$ cat src/hdl/rfrf_pkg.sv
// Shared types, constants and codes for the ring frame receive and forward core.
package rfrf_pkg;

    // Frame layout.
    localparam logic [7:0] FRAME_HEADER = 8'd30;

    // Configuration register file.
    localparam int unsigned CFG_ADDR_W = 2;
    localparam int unsigned CFG_DATA_W = 8;

    typedef enum logic [CFG_ADDR_W-1:0] {
        REG_NODE_ID      = 2'd0,
        REG_SOURCE_COUNT = 2'd1,
        REG_TYPE_COUNT   = 2'd2,
        REG_DEBUG_TYPE   = 2'd3
    } t_reg_idx;

    localparam logic [7:0] NODE_ID_RESET      = 8'd0;
    localparam logic [7:0] SOURCE_COUNT_RESET = 8'd8;
    localparam logic [7:0] TYPE_COUNT_RESET   = 8'd16;
    localparam logic [7:0] DEBUG_TYPE_RESET   = 8'd0;

    typedef struct packed {
        logic [7:0] node_id;
        logic [7:0] source_count;
        logic [7:0] type_count;
        logic [7:0] debug_type;
    } t_cfg;

    // Command queue between the parser and the result sequencer.
    localparam int unsigned QUEUE_DEPTH = 4;
    localparam int unsigned QUEUE_PTR_W = $clog2(QUEUE_DEPTH);
    localparam int unsigned QUEUE_CNT_W = $clog2(QUEUE_DEPTH + 1);

    typedef enum logic [1:0] {
        CMD_BYTE  = 2'd0,  // forward one payload byte
        CMD_DEBUG = 2'd1,  // forward a debug frame (four bytes)
        CMD_MSG   = 2'd2   // forward a frame and deliver it as a message
    } t_cmd_kind;

    typedef struct packed {
        t_cmd_kind  kind;
        logic [7:0] sender;
        logic [7:0] mtype;
        logic [7:0] data;
    } t_cmd;

    // Result kinds.
    localparam logic KIND_FORWARD = 1'b0;
    localparam logic KIND_DELIVER = 1'b1;

    typedef struct packed {
        logic       kind;
        logic [7:0] tx_byte;
        logic [7:0] msg_sender;
        logic [7:0] msg_type;
        logic [7:0] msg_data;
        logic       last;
    } t_result;

    // Result sequencer step counter.
    localparam int unsigned STEP_W = 3;
    localparam logic [STEP_W-1:0] STEP_HEADER  = 3'd0;
    localparam logic [STEP_W-1:0] STEP_SENDER  = 3'd1;
    localparam logic [STEP_W-1:0] STEP_TYPE    = 3'd2;
    localparam logic [STEP_W-1:0] STEP_DATA    = 3'd3;
    localparam logic [STEP_W-1:0] STEP_DELIVER = 3'd4;

endpackage

$ cat src/hdl/ring_frame_receive_forward_core.sv
// Top level of the ring frame receive and forward core.
// Received link bytes enter through a queue-style port (push/full) and are taken one per
// cycle while the internal command queue has room. A parser classifies each byte and
// queues at most one command; a sequencer turns each command into one result (payload
// byte), four results (debug frame) or five results (forwarded frame plus delivered
// message), one result per cycle while pop keeps the single output register (empty/pop)
// free; the sequencer sets the sustained rate. The first result of an accepted byte is
// written into the command queue and then into the output register before it reaches
// the result ports.
// Configuration registers are written through i_cfg_we/i_cfg_addr/i_cfg_data while
// the core is idle; the user is bound to this and the block itself does not enforce it.
module ring_frame_receive_forward_core
    import rfrf_pkg::*;
(
    input  logic                  i_clk,
    input  logic                  i_rst_n,
    input  logic                  i_cfg_we,
    input  logic [CFG_ADDR_W-1:0] i_cfg_addr,
    input  logic [CFG_DATA_W-1:0] i_cfg_data,
    input  logic                  push,
    output logic                  full,
    input  logic [7:0]            i_rx_byte,
    output logic                  empty,
    input  logic                  pop,
    output logic                  o_kind,
    output logic [7:0]            o_tx_byte,
    output logic [7:0]            o_msg_sender,
    output logic [7:0]            o_msg_type,
    output logic [7:0]            o_msg_data,
    output logic                  o_last
);

    t_cfg    r_cfg;
    logic    accept;
    logic    cmd_push;
    t_cmd    cmd_in;
    t_cmd    cmd_head;
    logic    cmd_pop;
    logic    q_full;
    logic    q_empty;
    t_result result;

    assign full   = q_full;
    assign accept = push && !q_full;

    // Configuration register file.
    always_ff @(posedge i_clk) begin
        if (!i_rst_n) begin
            r_cfg.node_id      <= NODE_ID_RESET;
            r_cfg.source_count <= SOURCE_COUNT_RESET;
            r_cfg.type_count   <= TYPE_COUNT_RESET;
            r_cfg.debug_type   <= DEBUG_TYPE_RESET;
        end else if (i_cfg_we) begin
            unique case (t_reg_idx'(i_cfg_addr))
                REG_NODE_ID:      r_cfg.node_id      <= i_cfg_data;
                REG_SOURCE_COUNT: r_cfg.source_count <= i_cfg_data;
                REG_TYPE_COUNT:   r_cfg.type_count   <= i_cfg_data;
                REG_DEBUG_TYPE:   r_cfg.debug_type   <= i_cfg_data;
                default: ;
            endcase
        end
    end

    // Front end: frame parser.
    rfrf_front u_front (
        .i_clk      (i_clk),
        .i_rst_n    (i_rst_n),
        .i_cfg      (r_cfg),
        .i_accept   (accept),
        .i_rx_byte  (i_rx_byte),
        .o_cmd_push (cmd_push),
        .o_cmd      (cmd_in)
    );

    // Command queue between the two halves.
    rfrf_cmd_queue u_queue (
        .i_clk   (i_clk),
        .i_rst_n (i_rst_n),
        .i_push  (cmd_push),
        .i_cmd   (cmd_in),
        .i_pop   (cmd_pop),
        .o_cmd   (cmd_head),
        .o_full  (q_full),
        .o_empty (q_empty)
    );

    // Back end: result sequencer.
    rfrf_back u_back (
        .i_clk       (i_clk),
        .i_rst_n     (i_rst_n),
        .i_cmd_empty (q_empty),
        .i_cmd       (cmd_head),
        .o_cmd_pop   (cmd_pop),
        .i_pop       (pop),
        .o_empty     (empty),
        .o_result    (result)
    );

    assign o_kind       = result.kind;
    assign o_tx_byte    = result.tx_byte;
    assign o_msg_sender = result.msg_sender;
    assign o_msg_type   = result.msg_type;
    assign o_msg_data   = result.msg_data;
    assign o_last       = result.last;

endmodule

$ cat src/hdl/rfrf_front.sv
// Frame parser: hunts for the header, collects frames and classifies them into commands.
module rfrf_front
    import rfrf_pkg::*;
(
    input  logic       i_clk,
    input  logic       i_rst_n,
    input  t_cfg       i_cfg,
    input  logic       i_accept,
    input  logic [7:0] i_rx_byte,
    output logic       o_cmd_push,
    output t_cmd       o_cmd
);

    typedef enum logic [2:0] {
        PH_HUNT    = 3'b001,
        PH_COLLECT = 3'b010,
        PH_PAYLOAD = 3'b100
    } t_phase;

    t_phase     r_phase, n_phase;
    logic [1:0] r_byte_index, n_byte_index;
    logic [7:0] r_frame_sender, n_frame_sender;
    logic [7:0] r_frame_type, n_frame_type;
    logic [7:0] r_payload_left, n_payload_left;
    logic       r_payload_forward, n_payload_forward;

    logic [7:0] left_dec;
    logic       sender_bad;
    logic       type_bad;

    assign left_dec   = (r_payload_left != 8'd0) ? (r_payload_left - 8'd1) : 8'd0;
    assign sender_bad = (r_frame_sender >= i_cfg.source_count);
    assign type_bad   = (r_frame_type >= i_cfg.type_count);

    // Next-state and command decode for one accepted byte.
    always_comb begin
        n_phase           = r_phase;
        n_byte_index      = r_byte_index;
        n_frame_sender    = r_frame_sender;
        n_frame_type      = r_frame_type;
        n_payload_left    = r_payload_left;
        n_payload_forward = r_payload_forward;
        o_cmd_push        = 1'b0;
        o_cmd.kind        = CMD_BYTE;
        o_cmd.sender      = r_frame_sender;
        o_cmd.mtype       = r_frame_type;
        o_cmd.data        = i_rx_byte;

        if (i_accept) begin
            unique case (r_phase)
                PH_PAYLOAD: begin
                    o_cmd_push     = r_payload_forward;
                    n_payload_left = left_dec;
                    if (left_dec == 8'd0) begin
                        n_phase           = PH_HUNT;
                        n_payload_forward = 1'b0;
                    end
                end
                PH_COLLECT: begin
                    if (r_byte_index == 2'd1) begin
                        n_frame_sender = i_rx_byte;
                        n_byte_index   = 2'd2;
                    end else if (r_byte_index == 2'd2) begin
                        n_frame_type = i_rx_byte;
                        n_byte_index = 2'd3;
                    end else begin
                        // Fourth byte completes the frame.
                        n_byte_index = 2'd0;
                        n_phase      = PH_HUNT;
                        if (r_frame_type == i_cfg.debug_type) begin
                            o_cmd_push = 1'b1;
                            o_cmd.kind = CMD_DEBUG;
                            if (i_rx_byte != 8'd0) begin
                                n_phase           = PH_PAYLOAD;
                                n_payload_left    = i_rx_byte;
                                n_payload_forward = (r_frame_sender != i_cfg.node_id);
                            end
                        end else if (r_frame_sender != i_cfg.node_id &&
                                     !sender_bad && !type_bad) begin
                            o_cmd_push = 1'b1;
                            o_cmd.kind = CMD_MSG;
                        end
                    end
                end
                PH_HUNT: begin
                    if (i_rx_byte == FRAME_HEADER) begin
                        n_phase      = PH_COLLECT;
                        n_byte_index = 2'd1;
                    end
                end
                default: begin
                    n_phase = PH_HUNT;
                end
            endcase
        end
    end

    // Parser state registers.
    always_ff @(posedge i_clk) begin
        if (!i_rst_n) begin
            r_phase           <= PH_HUNT;
            r_byte_index      <= 2'd0;
            r_frame_sender    <= 8'd0;
            r_frame_type      <= 8'd0;
            r_payload_left    <= 8'd0;
            r_payload_forward <= 1'b0;
        end else begin
            r_phase           <= n_phase;
            r_byte_index      <= n_byte_index;
            r_frame_sender    <= n_frame_sender;
            r_frame_type      <= n_frame_type;
            r_payload_left    <= n_payload_left;
            r_payload_forward <= n_payload_forward;
        end
    end

endmodule

$ cat src/hdl/rfrf_cmd_queue.sv
// Short command queue that decouples the parser from the result sequencer.
module rfrf_cmd_queue
    import rfrf_pkg::*;
(
    input  logic i_clk,
    input  logic i_rst_n,
    input  logic i_push,
    input  t_cmd i_cmd,
    input  logic i_pop,
    output t_cmd o_cmd,
    output logic o_full,
    output logic o_empty
);

    t_cmd                   r_mem [QUEUE_DEPTH];
    logic [QUEUE_PTR_W-1:0] r_wr_ptr;
    logic [QUEUE_PTR_W-1:0] r_rd_ptr;
    logic [QUEUE_CNT_W-1:0] r_count;

    logic do_push;
    logic do_pop;

    assign o_full  = (r_count == QUEUE_CNT_W'(QUEUE_DEPTH));
    assign o_empty = (r_count == '0);
    assign do_push = i_push && !o_full;
    assign do_pop  = i_pop && !o_empty;
    assign o_cmd   = r_mem[r_rd_ptr];

    // Entry storage.
    always_ff @(posedge i_clk) begin
        if (do_push) begin
            r_mem[r_wr_ptr] <= i_cmd;
        end
    end

    // Pointers and fill count.
    always_ff @(posedge i_clk) begin
        if (!i_rst_n) begin
            r_wr_ptr <= '0;
            r_rd_ptr <= '0;
            r_count  <= '0;
        end else begin
            if (do_push) begin
                r_wr_ptr <= r_wr_ptr + QUEUE_PTR_W'(1);
            end
            if (do_pop) begin
                r_rd_ptr <= r_rd_ptr + QUEUE_PTR_W'(1);
            end
            if (do_push && !do_pop) begin
                r_count <= r_count + QUEUE_CNT_W'(1);
            end else if (do_pop && !do_push) begin
                r_count <= r_count - QUEUE_CNT_W'(1);
            end
        end
    end

endmodule

$ cat src/hdl/rfrf_back.sv
// Result sequencer: turns each command into results, one per cycle unless stalled.
module rfrf_back
    import rfrf_pkg::*;
(
    input  logic    i_clk,
    input  logic    i_rst_n,
    input  logic    i_cmd_empty,
    input  t_cmd    i_cmd,
    output logic    o_cmd_pop,
    input  logic    i_pop,
    output logic    o_empty,
    output t_result o_result
);

    logic [STEP_W-1:0] r_step;
    logic              r_out_valid;
    t_result           r_out;

    t_result           n_result;
    logic              final_step;
    logic              advance;
    logic              produce;

    // Output slot frees when empty or when its transaction is taken.
    assign advance   = !r_out_valid || i_pop;
    assign produce   = advance && !i_cmd_empty;
    assign o_cmd_pop = produce && final_step;
    assign o_empty   = !r_out_valid;
    assign o_result  = r_out;

    // Result for the current step of the head command.
    always_comb begin
        n_result            = '0;
        n_result.kind       = KIND_FORWARD;
        final_step          = 1'b0;
        if (i_cmd.kind == CMD_BYTE) begin
            n_result.tx_byte = i_cmd.data;
            n_result.last    = 1'b1;
            final_step       = 1'b1;
        end else begin
            case (r_step)
                STEP_HEADER: n_result.tx_byte = FRAME_HEADER;
                STEP_SENDER: n_result.tx_byte = i_cmd.sender;
                STEP_TYPE:   n_result.tx_byte = i_cmd.mtype;
                STEP_DATA: begin
                    n_result.tx_byte = i_cmd.data;
                    n_result.last    = (i_cmd.kind == CMD_DEBUG);
                    final_step       = (i_cmd.kind == CMD_DEBUG);
                end
                default: begin
                    n_result.kind       = KIND_DELIVER;
                    n_result.msg_sender = i_cmd.sender;
                    n_result.msg_type   = i_cmd.mtype;
                    n_result.msg_data   = i_cmd.data;
                    n_result.last       = 1'b1;
                    final_step          = 1'b1;
                end
            endcase
        end
    end

    // Output register payload.
    always_ff @(posedge i_clk) begin
        if (produce) begin
            r_out <= n_result;
        end
    end

    // Step counter and output valid.
    always_ff @(posedge i_clk) begin
        if (!i_rst_n) begin
            r_step      <= STEP_HEADER;
            r_out_valid <= 1'b0;
        end else begin
            if (advance) begin
                r_out_valid <= produce;
            end
            if (produce) begin
                r_step <= final_step ? STEP_HEADER : (r_step + STEP_W'(1));
            end
        end
    end

endmodule

$ cat config.mk
export PLATFORM = sky130hd
export DESIGN_NAME = ring_frame_receive_forward_core
export DESIGN_NICKNAME = d
export VERILOG_FILES = /design/src/hdl/rfrf_pkg.sv /design/src/hdl/ring_frame_receive_forward_core.sv /design/src/hdl/rfrf_front.sv /design/src/hdl/rfrf_cmd_queue.sv /design/src/hdl/rfrf_back.sv
export SDC_FILE = /design/constraint.sdc
export NUM_CORES = 1
export LEC_CHECK = 0
export BUFFER_PORTS_ARGS = -buffer_cell sky130_fd_sc_hd__buf_4
export CORE_MARGIN = 2
export CORE_UTILIZATION = 45
export CTS_BUF_LIST = sky130_fd_sc_hd__clkbuf_16
export DETAILED_ROUTE_END_ITERATION = 7
export HOLD_SLACK_MARGIN = 0.05
export PLACE_DENSITY = 0.68
export REMOVE_ABC_BUFFERS = 1
export SETUP_SLACK_MARGIN = 0.5
export SYNTH_ARGS = -nofsm -noshare
export SYNTH_HDL_FRONTEND = slang
export SYNTH_SLANG_ARGS = --single-unit
$ cat constraint.sdc
create_clock -name i_clk -period 8.2 [get_ports i_clk]
set_input_delay 1.64 -clock i_clk [delete_from_list [all_inputs] [get_ports i_clk]]
set_output_delay 1.64 -clock i_clk [all_outputs]
set_load 0.05 [all_outputs]
==> impl_metrics.sql <==
INSERT INTO impl_metrics (metric_group, metric, value, unit) VALUES
('outcome', 'status', 'completed', ''),
('setup_path', 'worstRegToRegCells', '13', ''),
('place', 'placed_cells', '1003', ''),
('finish', 'drive_gt1_share', '18.4', '%'),
('sta', 'clock.fmax', '283', 'MHz'),
('setup_path', 'crit_path_cell_trace', 'ha_1 > a211oi_1 > nor2_1 > a2111oi_0 > nand4_1 > nor2b_1 > inv_1 > ha_1 > inv_1 > fa_1 > xor2_1 > or3_1 > a21oi_1', ''),
('sta', 'tightest_slew', '1.12', 'ns'),
('floorplanning', 'start_util', '46.0', '%'),
('finish', 'num_antenna_cells', '0', ''),
('finish', 'syn2layout_area_growth', '17.4', '%'),
('clock_tree', 'cts_hold_repair.buffers', '0', ''),
('sta', 'max-slew-margin-rel', '25.2', '%'),
('setup_path', 'reg2reg_slack', '4.67', 'ns'),
('floorplanning', 'dieWidth', '146', 'um'),
('detailed_routing', 'drt_iter0_drc', '346', ''),
('synth', 'netlist.area_leader.share', '46.0', '%'),
('pwr', 'worst_ir_drop_vdd', '126', 'uV'),
('global_route', 'antenna_found_initial', '0', ''),
('sta', 'finalSetupViolations', '0', ''),
('synth', 'ys.flop_type', 'sky130_fd_sc_hd__edfxtp_1', ''),
('clock_tree', 'path_clk_slew', '0.06', 'ns'),
('setup_path', 'critical_path.startpoint_type', 'register', ''),
('synth', 'post-synth-top-area-cell', 'sky130_fd_sc_hd__edfxtp_1', ''),
('setup_path', 'cp.required', '8.61', 'ns'),
('place', 'routabilityCongestion', '0.828', ''),
('detailed_routing', 'route.detailed.drc', '0', ''),
('floorplanning', 'floorplan.rows', '51', ''),
('synth', 'ys_async_sr_fraction', '0', '%'),
('global_route', 'grt_max_degree', '67', ''),
('pwr', 'power_per_cell_area', '223', 'nW/um2'),
('clock_tree', 'cts-resized-gates', '0', ''),
('setup_path', 'critical_path.n_buffers_inverters', '2', ''),
('floorplanning', 'top_level_ports', '59', ''),
('setup_path', 'crit_type', 'register to register', ''),
('place', 'dp_hpwl', '12900', 'um'),
('floorplanning', 'core_area', '19600', 'um2'),
('clock_tree', 'tritoncts_num_sinks', '213', ''),
('synth', 'synth_enable_flop_cells', '138', ''),
('sta', 'fin_worst_skew', '0.00934', 'ns'),
('setup_path', 'path_depth', '13', ''),
('clock_tree', 'postCtsSetupBuffers', '0', ''),
('pwr', 'power.leakage', '3.89', 'nW'),
('global_route', 'global_route_wire_length_before_repair', '30400', 'um'),
('clock_tree', 'clockRootBuffer', 'sky130_fd_sc_hd__clkbuf_16', ''),
('synth', 'synth-warning-count', '0', ''),
('setup_path', 'critPathArrivalTime', '3.94', 'ns'),
('setup_path', 'cpPeakStageDelay', '0.49', 'ns'),
('synth', 'synth_top_cells_by_area', 'sky130_fd_sc_hd__edfxtp_1 (46%), sky130_fd_sc_hd__dfxtp_1 (17%), sky130_fd_sc_hd__mux4_2 (6.5%)', ''),
('hold_path', 'worst_hold_depth', '2', ''),
('sta', 'rsz0062_at_grt', 'no', ''),
('flow_run', 'maxCapViolCount', '0', ''),
('detailed_routing', 'via_count', '5602', ''),
('sta', 'min_period_over_period', '43.0', '%'),
('sta', 'finalHoldViolations', '0', ''),
('setup_path', 'cpLargestDelayFamily', 'adder cells', ''),
('clock_tree', 'cts_tree', 'done', ''),
('detailed_routing', 'dr.pass1.iters', '4', ''),
('setup_path', 'crit_fanout', '7', ''),
('clock_tree', 'htree_levels', '1', ''),
('sta', 'timing.setup.tns', '0', 'ns'),
('setup_path', 'worst_path_max_delay_cell', 'sky130_fd_sc_hd__dfxtp_1', ''),
('sta', 'timing.final.crit_period', '3.53', 'ns'),
('place', 'port_buffers', '58', ''),
('synth', 'synth_top_cells_by_count', 'sky130_fd_sc_hd__edfxtp_1 (138), sky130_fd_sc_hd__dfxtp_1 (75), sky130_fd_sc_hd__nor2_1 (69), sky130_fd_sc_hd__nand2_1 (68), sky130_fd_sc_hd__a21oi_1 (37)', ''),
('synth', 'synthMostInstantiatedCell', 'sky130_fd_sc_hd__edfxtp_1', ''),
('global_route', 'globalRouteOverflowTotal', '0', ''),
('detailed_routing', 'post_drt_via_cell_ratio', '5.37', ''),
('floorplanning', 'die_area', '21200', 'um2'),
('hold_path', 'min-delay-path-class', 'register to register', ''),
('clock_tree', 'clk_latency', '0.50', 'ns'),
('finish', 'layout.cells.non_filler', '1044', '');
==> worst min-delay path, cell delays in order, from the launching register on <==
cell                      delay, ns
sky130_fd_sc_hd__dfxtp_1       0.31
sky130_fd_sc_hd__nand2_1       0.05
sky130_fd_sc_hd__a21oi_1       0.05
==> power by group <==
part / internal (mW) / total, mW / leakage [nW] / switching, mW
clock network: 0.733 / 1.14 / 0.417 / 0.407
registers: 1.14 / 1.15 / 1.83 / 0.00565
logic: 0.0250 / 0.0702 / 1.64 / 0.0451
total: 1.90 / 2.36 / 3.89 / 0.458
==> metal layers <==
layer	share of wire (%)	GRT usage, %	wire length (um)	vias to the layer above
met1	43	23.6	8200	2721
li1	-	-	-	2680
met4	3.0	5.98	561	0
met2	49	30.9	9360	159
met5	0	0	0	-
met3	4.1	2.76	784	42
==> cells by family (layout without fill, tap and decap cells) <==
kind of cell	Yosys count	after routing	synth area share (%)
mux	57	57	9.99
compound gates	102	102	7.19
xor+xnor	21	21	2.04
simple gates	216	216	11.3
buf+inv	61	140	2.64
fa+ha+maj	30	30	4.25
flops	213	213	62.6
==> sequential cells by signal, summed over array words and instances, names as in the netlist, named ones only <==
name / cells
u_queue.r_mem: 104
u_queue.r_wr_ptr: 2
u_queue.r_rd_ptr: 2
u_front.r_frame_sender: 8
u_front.r_byte_index: 2
u_queue.r_count: 3
r_cfg: 32
u_front.r_payload_left: 8
u_back.o_result: 34
u_front.r_phase: 3
u_front.r_frame_type: 8
u_back.r_step: 3
u_front.r_payload_forward: 1
u_back.r_out_valid: 1
==> area by class of cell <==
type                    count  area [um2]
fillers                  1638        9010
clock buffers              23         576
flip-flops and latches    213        5650
multi-input cells         426        3130
inverters                  32         120
well taps                 265         332
repair buffers             67         503
clock inverters            18         275
==> stage by stage <==
step / hold slack [ns] / power, mW / util [%] / instance area (um2) / setup WS [ns]
finish: 0.457 / 2.36 / 54.0 / 10600 / 4.67
global route: 0.487 / 2.43 / 54.0 / 10600 / 4.27
CTS: 0.460 / 2.38 / 54.0 / 10600 / 4.60
detailed placement: 0.452 / 1.24 / 49.7 / 9730 / 4.26
global placement: 0.448 / 1.24 / 49.7 / 9730 / 4.36
floorplan: 0.436 / 1.21 / - / 8900 / 4.29
==> final timing paths <==
path / to / startpoint
setup / recovery: u_queue.r_count[2] / u_front.r_frame_sender[5]
hold / removal: r_cfg[14] / r_cfg[14]
setup reg to reg: u_queue.r_count[2] / u_front.r_frame_sender[5]
hold reg to reg: r_cfg[14] / r_cfg[14]
==> layout by cell type (no fill, tap or decap), types with 4 or more instances in the layout <==
master                      count
sky130_fd_sc_hd__a21oi_1       37
sky130_fd_sc_hd__a22oi_1        5
sky130_fd_sc_hd__and2_1        29
sky130_fd_sc_hd__dfxtp_1       75
sky130_fd_sc_hd__nor2_1        69
sky130_fd_sc_hd__ha_1          29
sky130_fd_sc_hd__nand2_1       68
sky130_fd_sc_hd__mux4_2        26
sky130_fd_sc_hd__nor3_1         8
sky130_fd_sc_hd__clkbuf_16     23
sky130_fd_sc_hd__mux2i_1       30
sky130_fd_sc_hd__nand3_1       11
sky130_fd_sc_hd__buf_4         67
sky130_fd_sc_hd__bufinv_16      7
sky130_fd_sc_hd__o21ai_0       19
sky130_fd_sc_hd__o211ai_1       6
sky130_fd_sc_hd__nand4_1        5
sky130_fd_sc_hd__clkinv_2       5
sky130_fd_sc_hd__inv_1         32
sky130_fd_sc_hd__edfxtp_1     138
sky130_fd_sc_hd__xor2_1        20
sky130_fd_sc_hd__nor4_1         4
sky130_fd_sc_hd__a211oi_1       7
sky130_fd_sc_hd__o31ai_1        5
sky130_fd_sc_hd__a221oi_1       4
Power figures use the tool's default switching activity.
